`src/hdl/sha1_pkg.sv`:
```
`timescale 1ns / 1ps
// ----------------------------------------------------------------------------
// SHA-1 engine package
// Shared types and constants for the byte-stream SHA-1 engine.
// ----------------------------------------------------------------------------
package sha1_pkg;

    typedef logic [31:0]      t_word;
    typedef logic [4:0][31:0] t_chain;

    // chaining value after reset, element 0 is H0
    localparam t_chain SHA1_IV = {32'hc3d2e1f0, 32'h10325476, 32'h98badcfe,
                                  32'hefcdab89, 32'h67452301};

    localparam t_word K_R0 = 32'h5a827999;
    localparam t_word K_R1 = 32'h6ed9eba1;
    localparam t_word K_R2 = 32'h8f1bbcdc;
    localparam t_word K_R3 = 32'hca62c1d6;

    localparam logic [6:0] ROUND_B1  = 7'd20;
    localparam logic [6:0] ROUND_B2  = 7'd40;
    localparam logic [6:0] ROUND_B3  = 7'd60;
    localparam logic [6:0] ROUND_ADD = 7'd80;

    localparam logic [7:0]  PAD_BYTE  = 8'h80;
    localparam logic [7:0]  ZERO_BYTE = 8'h00;
    localparam logic [5:0]  LEN_POS   = 6'd56;
    localparam logic [5:0]  POS_LAST  = 6'd63;
    localparam logic [63:0] BYTE_BITS = 64'd8;

    localparam int QUEUE_DEPTH = 4;
    localparam int QUEUE_AW    = $clog2(QUEUE_DEPTH);

    typedef struct packed {
        logic [7:0] data_byte;
        logic       has_byte;
        logic       last_item;
    } t_item;

    // request from the message controller to the compression unit
    typedef struct packed {
        logic  push;   // shift a packed word into the schedule window
        logic  start;  // the pushed word completes a block: run 80 rounds
        logic  init;   // restore the chaining words to the IV
        t_word word;
    } t_cmp_req;

    typedef enum logic [2:0] {
        ST_IDLE,
        ST_PAD80,
        ST_PADZ,
        ST_LEN,
        ST_COMP,
        ST_OUT
    } t_state;

endpackage

```
`src/hdl/sha1_hash_engine_top.sv`:
```
`timescale 1ns / 1ps
// ----------------------------------------------------------------------------
// SHA-1 hash engine, top level
// Byte-stream SHA-1 with an input queue, a message controller and a
// one-round-per-cycle compression unit.
// ----------------------------------------------------------------------------
// Each request carries at most one message byte; a request with i_last_item
// set ends the message and, after padding, yields one 160-bit digest on the
// output channel (o_digest_word0 is H0), after which the engine starts a new
// message. A four-entry queue takes requests one per cycle while the back end
// works, as long as it is not full. The back end takes the bytes one at a
// time; after each full 64-byte block it stops for the compression (80 rounds
// and the chaining add) and for handing the block back. Finishing a message
// means inserting the padding and length bytes (up to 72), entering the
// length field and loading the digest, plus one or two block compressions.
// The digest sits in an output register, so the engine keeps taking bytes of
// the next message while it waits there.
// ----------------------------------------------------------------------------
module sha1_hash_engine_top (
    input  logic        i_clk,
    input  logic        i_rst_n,
    input  logic        i_valid,
    output logic        o_ready,
    input  logic [7:0]  i_data_byte,
    input  logic        i_has_byte,
    input  logic        i_last_item,
    output logic        o_valid,
    input  logic        i_ready,
    output logic [31:0] o_digest_word0,
    output logic [31:0] o_digest_word1,
    output logic [31:0] o_digest_word2,
    output logic [31:0] o_digest_word3,
    output logic [31:0] o_digest_word4
);
    import sha1_pkg::*;

    t_item    q_item;
    logic     q_valid;
    logic     q_pop;
    t_cmp_req cmp_req;
    logic     cmp_busy;
    t_chain   chain;
    t_chain   digest;

    sha1_in_queue u_queue (
        .i_clk        (i_clk),
        .i_rst_n      (i_rst_n),
        .i_valid      (i_valid),
        .o_ready      (o_ready),
        .i_data_byte  (i_data_byte),
        .i_has_byte   (i_has_byte),
        .i_last_item  (i_last_item),
        .o_item       (q_item),
        .o_item_valid (q_valid),
        .i_pop        (q_pop)
    );

    sha1_msg_ctrl u_ctrl (
        .i_clk        (i_clk),
        .i_rst_n      (i_rst_n),
        .i_item       (q_item),
        .i_item_valid (q_valid),
        .o_pop        (q_pop),
        .o_cmp_req    (cmp_req),
        .i_busy       (cmp_busy),
        .i_chain      (chain),
        .o_valid      (o_valid),
        .i_ready      (i_ready),
        .o_digest     (digest)
    );

    sha1_compress u_compress (
        .i_clk   (i_clk),
        .i_rst_n (i_rst_n),
        .i_req   (cmp_req),
        .o_busy  (cmp_busy),
        .o_chain (chain)
    );

    assign o_digest_word0 = digest[0];
    assign o_digest_word1 = digest[1];
    assign o_digest_word2 = digest[2];
    assign o_digest_word3 = digest[3];
    assign o_digest_word4 = digest[4];

endmodule

```
`src/hdl/sha1_in_queue.sv`:
```
`timescale 1ns / 1ps
// ----------------------------------------------------------------------------
// SHA-1 input queue
// Accepts input requests, drops the ones that carry neither a byte nor the
// end of the message, and buffers the rest for the message controller.
// ----------------------------------------------------------------------------
module sha1_in_queue (
    input  logic           i_clk,
    input  logic           i_rst_n,
    input  logic           i_valid,
    output logic           o_ready,
    input  logic [7:0]     i_data_byte,
    input  logic           i_has_byte,
    input  logic           i_last_item,
    output sha1_pkg::t_item o_item,
    output logic           o_item_valid,
    input  logic           i_pop
);
    import sha1_pkg::*;

    t_item                r_mem [QUEUE_DEPTH];
    logic [QUEUE_AW-1:0]  r_wr_ptr;
    logic [QUEUE_AW-1:0]  r_rd_ptr;
    logic [QUEUE_AW:0]    r_count;
    logic                 accept;
    logic                 keep;
    logic                 pop;

    assign o_ready      = (r_count != (QUEUE_AW+1)'(QUEUE_DEPTH));
    assign accept       = i_valid && o_ready;
    assign keep         = accept && (i_has_byte || i_last_item);
    assign o_item_valid = (r_count != '0);
    assign pop          = i_pop && o_item_valid;
    assign o_item       = r_mem[r_rd_ptr];

    always_ff @(posedge i_clk) begin
        if (keep) begin
            r_mem[r_wr_ptr] <= '{data_byte: i_data_byte, has_byte: i_has_byte,
                                 last_item: i_last_item};
        end
    end

    always_ff @(posedge i_clk) begin
        if (!i_rst_n) begin
            r_wr_ptr <= '0;
            r_rd_ptr <= '0;
            r_count  <= '0;
        end else begin
            if (keep) begin
                r_wr_ptr <= r_wr_ptr + 1'b1;
            end
            if (pop) begin
                r_rd_ptr <= r_rd_ptr + 1'b1;
            end
            case ({keep, pop})
                2'b10:   r_count <= r_count + 1'b1;
                2'b01:   r_count <= r_count - 1'b1;
                default: r_count <= r_count;
            endcase
        end
    end

endmodule

```
`src/hdl/sha1_compress.sv`:
```
`timescale 1ns / 1ps
// ----------------------------------------------------------------------------
// SHA-1 compression unit
// Sixteen-word schedule window as a shift line, one round per cycle,
// and the five chaining words.
// ----------------------------------------------------------------------------
module sha1_compress (
    input  logic               i_clk,
    input  logic               i_rst_n,
    input  sha1_pkg::t_cmp_req i_req,
    output logic               o_busy,
    output sha1_pkg::t_chain   o_chain
);
    import sha1_pkg::*;

    t_word      r_win [16];
    t_chain     r_work;
    t_chain     r_h;
    logic [6:0] r_round;
    logic       r_busy;

    t_word a, b, c, d, e;
    t_word f, k, tmp, w_mix, w_new;
    logic  do_round;

    assign a = r_work[0];
    assign b = r_work[1];
    assign c = r_work[2];
    assign d = r_work[3];
    assign e = r_work[4];

    assign do_round = r_busy && (r_round != ROUND_ADD);

    always_comb begin
        if (r_round < ROUND_B1) begin
            f = (b & c) | (~b & d);
            k = K_R0;
        end else if (r_round < ROUND_B2) begin
            f = b ^ c ^ d;
            k = K_R1;
        end else if (r_round < ROUND_B3) begin
            f = (b & c) | (b & d) | (c & d);
            k = K_R2;
        end else begin
            f = b ^ c ^ d;
            k = K_R3;
        end
        tmp   = {a[26:0], a[31:27]} + f + e + k + r_win[0];
        // W[t+16] from the window that starts at W[t]
        w_mix = r_win[13] ^ r_win[8] ^ r_win[2] ^ r_win[0];
        w_new = {w_mix[30:0], w_mix[31]};
    end

    always_ff @(posedge i_clk) begin
        if (do_round) begin
            for (int i = 0; i < 15; i++) begin
                r_win[i] <= r_win[i+1];
            end
            r_win[15] <= w_new;
            r_work    <= {d, c, {b[1:0], b[31:2]}, a, tmp};
        end else if (!r_busy && i_req.push) begin
            for (int i = 0; i < 15; i++) begin
                r_win[i] <= r_win[i+1];
            end
            r_win[15] <= i_req.word;
            if (i_req.start) begin
                r_work <= r_h;
            end
        end
    end

    always_ff @(posedge i_clk) begin
        if (!i_rst_n) begin
            r_busy  <= 1'b0;
            r_round <= '0;
            r_h     <= SHA1_IV;
        end else if (r_busy) begin
            if (r_round == ROUND_ADD) begin
                for (int i = 0; i < 5; i++) begin
                    r_h[i] <= r_h[i] + r_work[i];
                end
                r_busy <= 1'b0;
            end else begin
                r_round <= r_round + 1'b1;
            end
        end else begin
            if (i_req.push && i_req.start) begin
                r_busy  <= 1'b1;
                r_round <= '0;
            end
            if (i_req.init) begin
                r_h <= SHA1_IV;
            end
        end
    end

    assign o_busy  = r_busy;
    assign o_chain = r_h;

endmodule

```
`src/hdl/sha1_msg_ctrl.sv`:
```
`timescale 1ns / 1ps
// ----------------------------------------------------------------------------
// SHA-1 message controller
// Packs message bytes into words, counts the length, inserts padding and
// the length field, starts block compressions and holds the digest output.
// ----------------------------------------------------------------------------
module sha1_msg_ctrl (
    input  logic                i_clk,
    input  logic                i_rst_n,
    input  sha1_pkg::t_item     i_item,
    input  logic                i_item_valid,
    output logic                o_pop,
    output sha1_pkg::t_cmp_req  o_cmp_req,
    input  logic                i_busy,
    input  sha1_pkg::t_chain    i_chain,
    output logic                o_valid,
    input  logic                i_ready,
    output sha1_pkg::t_chain    o_digest
);
    import sha1_pkg::*;

    t_state       r_state, n_state;
    t_state       r_after, n_after;
    logic [5:0]   r_pos, n_pos;
    logic [23:0]  r_acc, n_acc;
    logic [63:0]  r_bits, n_bits;
    logic         r_out_valid, n_out_valid;
    t_chain       r_digest;
    logic         load_out;
    logic         ins;
    logic [7:0]   ins_byte;
    logic         blk_end;
    logic [7:0]   len_byte;
    logic [5:0]   len_sh;

    assign blk_end  = (r_pos == POS_LAST);
    // length byte i of the field is bits [63-8i -: 8]
    assign len_sh   = {~r_pos[2:0], 3'b000};
    assign len_byte = 8'(r_bits >> len_sh);

    always_comb begin
        n_state     = r_state;
        n_after     = r_after;
        n_pos       = r_pos;
        n_acc       = r_acc;
        n_bits      = r_bits;
        n_out_valid = r_out_valid && !i_ready;
        load_out    = 1'b0;
        o_pop       = 1'b0;
        o_cmp_req   = '0;
        ins         = 1'b0;
        ins_byte    = ZERO_BYTE;

        unique case (r_state)
            ST_IDLE: begin
                if (i_item_valid) begin
                    o_pop = 1'b1;
                    if (i_item.has_byte) begin
                        ins      = 1'b1;
                        ins_byte = i_item.data_byte;
                        n_bits   = r_bits + BYTE_BITS;
                    end
                    if (i_item.has_byte && blk_end) begin
                        n_state = ST_COMP;
                        n_after = i_item.last_item ? ST_PAD80 : ST_IDLE;
                    end else if (i_item.last_item) begin
                        n_state = ST_PAD80;
                    end
                end
            end
            ST_PAD80: begin
                ins      = 1'b1;
                ins_byte = PAD_BYTE;
                n_state  = blk_end ? ST_COMP : ST_PADZ;
                n_after  = ST_PADZ;
            end
            ST_PADZ: begin
                if (r_pos == LEN_POS) begin
                    n_state = ST_LEN;
                end else begin
                    ins      = 1'b1;
                    ins_byte = ZERO_BYTE;
                    if (blk_end) begin
                        n_state = ST_COMP;
                        n_after = ST_PADZ;
                    end
                end
            end
            ST_LEN: begin
                ins      = 1'b1;
                ins_byte = len_byte;
                if (blk_end) begin
                    n_state = ST_COMP;
                    n_after = ST_OUT;
                end
            end
            ST_COMP: begin
                if (!i_busy) begin
                    n_state = r_after;
                end
            end
            ST_OUT: begin
                if (!r_out_valid || i_ready) begin
                    load_out       = 1'b1;
                    n_out_valid    = 1'b1;
                    o_cmp_req.init = 1'b1;
                    n_bits         = '0;
                    n_state        = ST_IDLE;
                end
            end
            default: begin
                n_state = ST_IDLE;
            end
        endcase

        if (ins) begin
            n_acc = {r_acc[15:0], ins_byte};
            n_pos = r_pos + 1'b1;
            if (r_pos[1:0] == 2'b11) begin
                o_cmp_req.push  = 1'b1;
                o_cmp_req.start = blk_end;
                o_cmp_req.word  = {r_acc, ins_byte};
            end
        end
    end

    always_ff @(posedge i_clk) begin
        if (!i_rst_n) begin
            r_state     <= ST_IDLE;
            r_after     <= ST_IDLE;
            r_pos       <= '0;
            r_bits      <= '0;
            r_out_valid <= 1'b0;
        end else begin
            r_state     <= n_state;
            r_after     <= n_after;
            r_pos       <= n_pos;
            r_bits      <= n_bits;
            r_out_valid <= n_out_valid;
        end
    end

    always_ff @(posedge i_clk) begin
        r_acc <= n_acc;
        if (load_out) begin
            r_digest <= i_chain;
        end
    end

    assign o_valid  = r_out_valid;
    assign o_digest = r_digest;

endmodule
```
`config.mk`:
```
export PLATFORM = sky130hd
export DESIGN_NAME = sha1_hash_engine_top
export DESIGN_NICKNAME = d
export VERILOG_FILES = /design/src/hdl/sha1_pkg.sv /design/src/hdl/sha1_hash_engine_top.sv /design/src/hdl/sha1_in_queue.sv /design/src/hdl/sha1_compress.sv /design/src/hdl/sha1_msg_ctrl.sv
export SDC_FILE = /design/constraint.sdc
export NUM_CORES = 2
export LEC_CHECK = 0
export BUFFER_PORTS_ARGS = -buffer_cell sky130_fd_sc_hd__buf_2
export CORE_MARGIN = 5
export CORE_UTILIZATION = 45
export CTS_CLUSTER_SIZE = 10
export DETAILED_ROUTE_END_ITERATION = 8
export GPL_TIMING_DRIVEN = 1
export HOLD_SLACK_MARGIN = 0.15
export PLACE_DENSITY_LB_ADDON = 0.08
export SKIP_LAST_GASP = 1
export SLEW_MARGIN = 20
export SYNTH_ARGS = -nofsm -noshare
export SYNTH_HDL_FRONTEND = slang
export SYNTH_SLANG_ARGS = --single-unit
export TNS_END_PERCENT = 10
```
`constraint.sdc`:
```
create_clock -name i_clk -period 39 [get_ports i_clk]
set_input_delay 1.95 -clock i_clk [delete_from_list [all_inputs] [get_ports i_clk]]
set_output_delay 1.95 -clock i_clk [all_outputs]
set_load 0.02 [all_outputs]
```
Word level (Yosys, flattened, before mapping)
Memory sizes are Yosys's and may differ from the RTL's. A register that Yosys moved wholly into a read port is not among the register bits.
Cells that the tools add are included.

word-level totals
  register bits = 596
  bits in writable memories = 552
  input port bits = 14
  output and inout bits = 162
  word-level logic and storage cells = 212
  memories kept = 2

operators by class
  add/subtract/negate cells = 16
  order comparisons = 3
  eq/ne operators = 24
  shift operators = 1
  mux-type cells = 81
  bitwise logic cells = 30
  reductions and logical operators = 29

memory list
  name              words  width  rd ports  clocked after memory_dff  write ports  RTL line             RTL
  u_compress.r_win  16     32     16        0                         16           sha1_compress.sv:16  t_word r_win [16];
  u_queue.r_mem     4      10     1         1                         1            sha1_in_queue.sv:21  t_item r_mem [QUEUE_DEPTH];

operators with widths
  cell                   number
  $mux 160               6
  $mux 32                23
  $add 32x32->32         9
  $mux 64                3
  $xor 32x32->32         5
  $and 32x32->32         4
  $pmux 64 s2            1
  $or 32x32->32          3
  $add 64x4->64 const B  1
  $shr 64x6->8           1
  $mux 3                 13
  $not 32->32            1
  $mux 31                1
  $pmux 8 s3             1
  $mux 7                 3
  $mux 1                 20
  $pmux 3 s6             1
  $mux 8                 2
  $or 1x1->1             16
  $lt 7x6->1 const B     2
  $eq 6x6->1 const B     2
  $pmux 3 s4             1
  $reduce_bool 2->1      6
  $ne 2x1->1 const B     5
  other kinds (30)       54

Logic depth before layout (Yosys ltp)
  depth in word-level cells = 11
  gate-level depth with buffers = 28
  depth with buffers taken out = 27

Modules after synthesis
A second synthesis with hierarchy kept.

second synthesis, totals
  cell total of the unflattened synthesis = 4429
  area total of the unflattened synthesis = 53897.9 um^2

modules (own cells, without submodules)
  module         times used  cells each  area each (um^2)  sequential area each (um^2)
  sha1_compress  1           3578        41800.1           23542.6
  sha1_msg_ctrl  1           746         10142.2           7006.7
  sha1_in_queue  1           105         1955.6            1381.3

Least setup slack after synthesis
No wires, ideal clock.

  kind = reg-to-reg
  from = register u_ctrl.r_pos[0]
  to = memory u_compress.r_win[0][0] in the netlist's numbering (enable)
  setup time = 2.106 ns
  arrival time = 39.119 ns
  data required time = 36.894 ns
  slack = -2.225 ns
  cell stages (with the launch flop) = 10
  buffers on the path = 2
  period minus slack after synthesis = 41.225 ns
  cell sequence = dfxtp_1 -> clkbuf_1 -> clkbuf_1 -> inv_1 -> ha_1 -> nand3b_1 -> a21oi_1 -> o21ai_1 -> nand2_1 -> o21ai_0

RTL lines
  what                    RTL line              RTL
  from (decl)             sha1_msg_ctrl.sv:24   logic [5:0] r_pos, n_pos;
  from (signal assigned)  sha1_msg_ctrl.sv:137  r_pos <= n_pos;
  to (decl)               sha1_compress.sv:16

Worst setup path in the final report
  from = register u_compress.r_round[4]
  to = register u_compress.r_work, in the netlist u_compress.a[31] (data pin)

between the ends
  longest elaborated chain between the ends = 9
  elaborated cells between the ends (all ways) = 16

ends and longest elaborated chain
  what                         RTL line             RTL
  from (decl)                  sha1_compress.sv:19  logic [6:0] r_round;
  from (signal assigned)       sha1_compress.sv:84  r_round <= r_round + 1'b1;
  $lt 7x6->1                   sha1_compress.sv:41  end else if (r_round < ROUND_B3) begin
  $mux 32                      sha1_compress.sv:41
  $mux 32                      sha1_compress.sv:38  end else if (r_round < ROUND_B2) begin
  $mux 32                      sha1_compress.sv:35  if (r_round < ROUND_B1) begin
  $add 32x32->32 (4 in a row)  sha1_compress.sv:48  tmp = {a[26:0], a[31:27]} + f + e + k + r_win[0];
  $mux 160 (*)                 sha1_compress.sv:55  if (do_round) begin
  to (signal assigned)         sha1_compress.sv:60  r_work <= {d, c, {b[1:0], b[31:2]}, a, tmp};
  to (signal assigned)         sha1_compress.sv:67  r_work <= r_h;
  to (decl)                    sha1_compress.sv:17  t_chain r_work;

Every way passes the cells marked *; elsewhere a longest branch is shown, timed or not.
A chain may end at the register's enable or synchronous reset.

==> flow_metrics.tcl <==
set metrics [dict create \
    outcome "finished clean" \
    top_level_ports 176 \
    cts_resized 0 \
    rows 126 \
    holdWs_ns 0.403 \
    cp-end-kind "flop" \
    chipWidth_um 354 \
    ys_ff_latch 1147 \
    netlist_area_um2 53300 \
    synth_fp_nets 4673 \
    cpPeakStageDelay_ns 0.62 \
    multi_input_comb_area_um2 20100 \
    grt_overflow 0 \
    drc_errors 0 \
    tns_ns 0 \
    hold_viol_final 0 \
    vias 33600 \
    start_util 0.452 \
    tightest_slew_ns 1.18 \
    p_leak_nw 22.3 \
    synth_top_cell_area_share 0.505 \
    fin_skew_ns 0.0316 \
    place_congestion 0.897 \
    dr.first_iter.drc_count 2581 \
    via_per_inst 5.45 \
    cp.arrival_ns 8.05 \
    fin_crit_sh 0.195 \
    grt_usage 0.220 \
    power.internal_mw 2.09 \
    grt_antenna_before_repair 3 \
    fin_crit_ns 7.61 \
    hp-class "reg -> reg" \
    grt_max_degree 201 \
    slew_headroom 0.213 \
    synth.avg_cell_area_um2 12.4 \
    ys.flop_type "edfxtp_1" \
    ctsHoldBuffers 0 \
    grt_pass1_wl_um 209000 \
    yosysMostFrequentCell "edfxtp_1" \
    cts_buffer_depth 3 \
    clock_latency_ns 0.74 \
    fillerInstances 10400 \
    critPathRequiredTime_ns 39.45 \
    rsz0062_at_grt "false" \
    yosysUniqueCellTypes 97 \
    swShare 0.220 \
    report.final.slew_viol_count 0 \
    power_frac_comb 0.043 \
    synth_warnings 0 \
    drive_gt1_frac 0.0964 \
    critical-path-slowest-cell "a2111oi_2" \
    r2r_setup_slack_ns 31.39 \
    core_um2 118000 \
    crit_path_start_kind "flop" \
    clkSlewWorstSetupHoldPaths_ns 0.06 \
    async_reset_ff_frac 0 \
    ys_seq_area_frac 0.599 \
    detail-route-antenna-nets 0 \
    dp_hpwl_um 98900 \
    cts_root_buffer "clkbuf_16" \
    die_h_um 354 \
    wl_per_cell_um 22.6 \
    criticalPathCategory "reg -> reg" \
    cap_viol_max_count 0 \
    cts_setup_buffers 0 \
    wl_um 140000 \
    pwr-share-clk 0.447 \
    seq_area_um2 31900 \
    grt_pass1_vias 32900 \
    vdd_drop_max_v 0.0000414 \
    netlist_instances 4304 \
    finalSetupViolCount 0 \
    area.growth.synth_to_final_pct 12.8 \
    io_buffers 175 \
    cp_max_fo 27 \
    cts_tree "done" \
    die_area_um2 125000 \
    drtPass1Iterations 5 \
    synth.top_cells.by_area "edfxtp_1, dfxtp_1, ha_1" \
    pwr_density_cell_nw_per_um2 44.5 \
    synth_edf_count 896 \
    power.switching_mw 0.588 \
    cts.sinks 1147 \
    netlist_top_cells_count "edfxtp_1, nand2_1, dfxtp_1" \
    seq_power_share 0.510 \
    max_freq_ghz 0.131 \
    cts_buffers 139 \
    cts.htree.levels 4 \
    synth_area_leader_cell "edfxtp_1" \
    antenna_cells 0 \
    nets 4893 \
]
critical path: cells and delay by family (launching register included):
| kind | cells | cell delay (ns) |
|---|---|---|
| xor+xnor | 1 | 0.14 |
| buf+inv | 6 | 1.12 |
| fa+ha+maj | 5 | 1.90 |
| compound gates | 8 | 2.13 |
| simple gates | 8 | 1.67 |
| flops | 1 | 0.35 |
power groups by stage:
stage | Clock, mW | Combinational [mW] | Sequential, mW
floorplan | 0 | 0.0894 | 1.39
global placement | 0 | 0.116 | 1.39
detailed placement | 0 | 0.117 | 1.39
CTS | 1.23 | 0.117 | 1.37
global route | 1.29 | 0.127 | 1.37
finish | 1.20 | 0.115 | 1.37
stage by stage:
stage	util	instance area [µm²]	cells	power, mW	setup WS [ns]
after floorplan	-	53300	4304	1.48	11.63
after global placement	0.474	55900	5919	1.51	31.51
after detailed placement	0.474	55900	5919	1.51	31.36
after CTS	0.510	60200	6162	2.72	31.31
after global routing	0.510	60200	6162	2.78	30.82
final	0.510	60200	6162	2.68	31.39
cells in the final DEF, fill, tap and decap left out, drive strengths merged, types with 23 or more instances in the layout:
master / netlist / layout
a21oi: 188 / 188
inv: 221 / 226
xnor2: 201 / 201
o22ai: 52 / 52
o21ai: 221 / 221
clkbuf: 111 / 224
ha: 230 / 230
nor2: 223 / 223
buf: 20 / 210
nand3: 59 / 59
o21bai: 29 / 29
a21o: 86 / 86
nand4: 32 / 32
edfxtp: 896 / 896
mux4: 23 / 23
and3: 31 / 31
nor3: 39 / 39
xor2: 109 / 109
nor2b: 103 / 103
dfxtp: 251 / 251
and2: 36 / 36
o21a: 24 / 24
nand2: 632 / 632
mux2i: 25 / 25
fa: 125 / 125
or3: 26 / 26
a22oi: 47 / 47
flip-flops by register name, summed over array words and instances, names as in the netlist, 32 cells and up, named ones only:
signal and cells:
u_compress.o_chain 160, u_compress.d 32, u_ctrl.r_bits 61, u_compress.r_win 512, u_compress.e 32, u_queue.r_mem 40, u_compress.c 32, u_ctrl.o_digest 160
u_compress.a 32, u_compress.b 32
cell families (layout without fill, tap and decap cells):
logic type / count (synthesis) / after routing / synth area share
mux: 50 / 50 / 0.0154
compound gates: 831 / 831 / 0.101
xor+xnor: 310 / 310 / 0.0509
flops: 1147 / 1147 / 0.599
simple gates: 1258 / 1258 / 0.108
fa+ha+maj: 355 / 355 / 0.101
buf+inv: 353 / 675 / 0.0253
worst paths after layout:
check                                     startpoint                            endpoint  cells past startpoint
setup / recovery  u_compress.r_round[4]$_SDFFE_PN0P_          u_compress.a[31]$_DFFE_PP_                     28
hold / removal    u_compress.r_win[0][497]$_DFFE_PP_  u_compress.r_win[0][465]$_DFFE_PP_                      0
setup reg to reg  u_compress.r_round[4]$_SDFFE_PN0P_          u_compress.a[31]$_DFFE_PP_                     28
hold reg to reg   u_compress.r_win[0][497]$_DFFE_PP_  u_compress.r_win[0][465]$_DFFE_PP_                      0
layer usage:
layer | global-route usage | vias up | wire length (µm)
li1 | - | 15900 | -
met1 | 0.308 | 16600 | 63400
met2 | 0.346 | 862 | 64000
met3 | 0.0330 | 203 | 6840
met4 | 0.0863 | 0 | 5340
met5 | 0 | - | 0
cell type report:
type | count | area share
multi-input combinational | 2804 | 0.334
clock inverter | 19 | 0.00431
clock buffer | 224 | 0.0657
timing repair buffer | 210 | 0.0194
tap | 1536 | 0.0319
inverter | 222 | 0.0139
sequential | 1147 | 0.531
No activity file was read; power rests on OpenSTA's default activity.
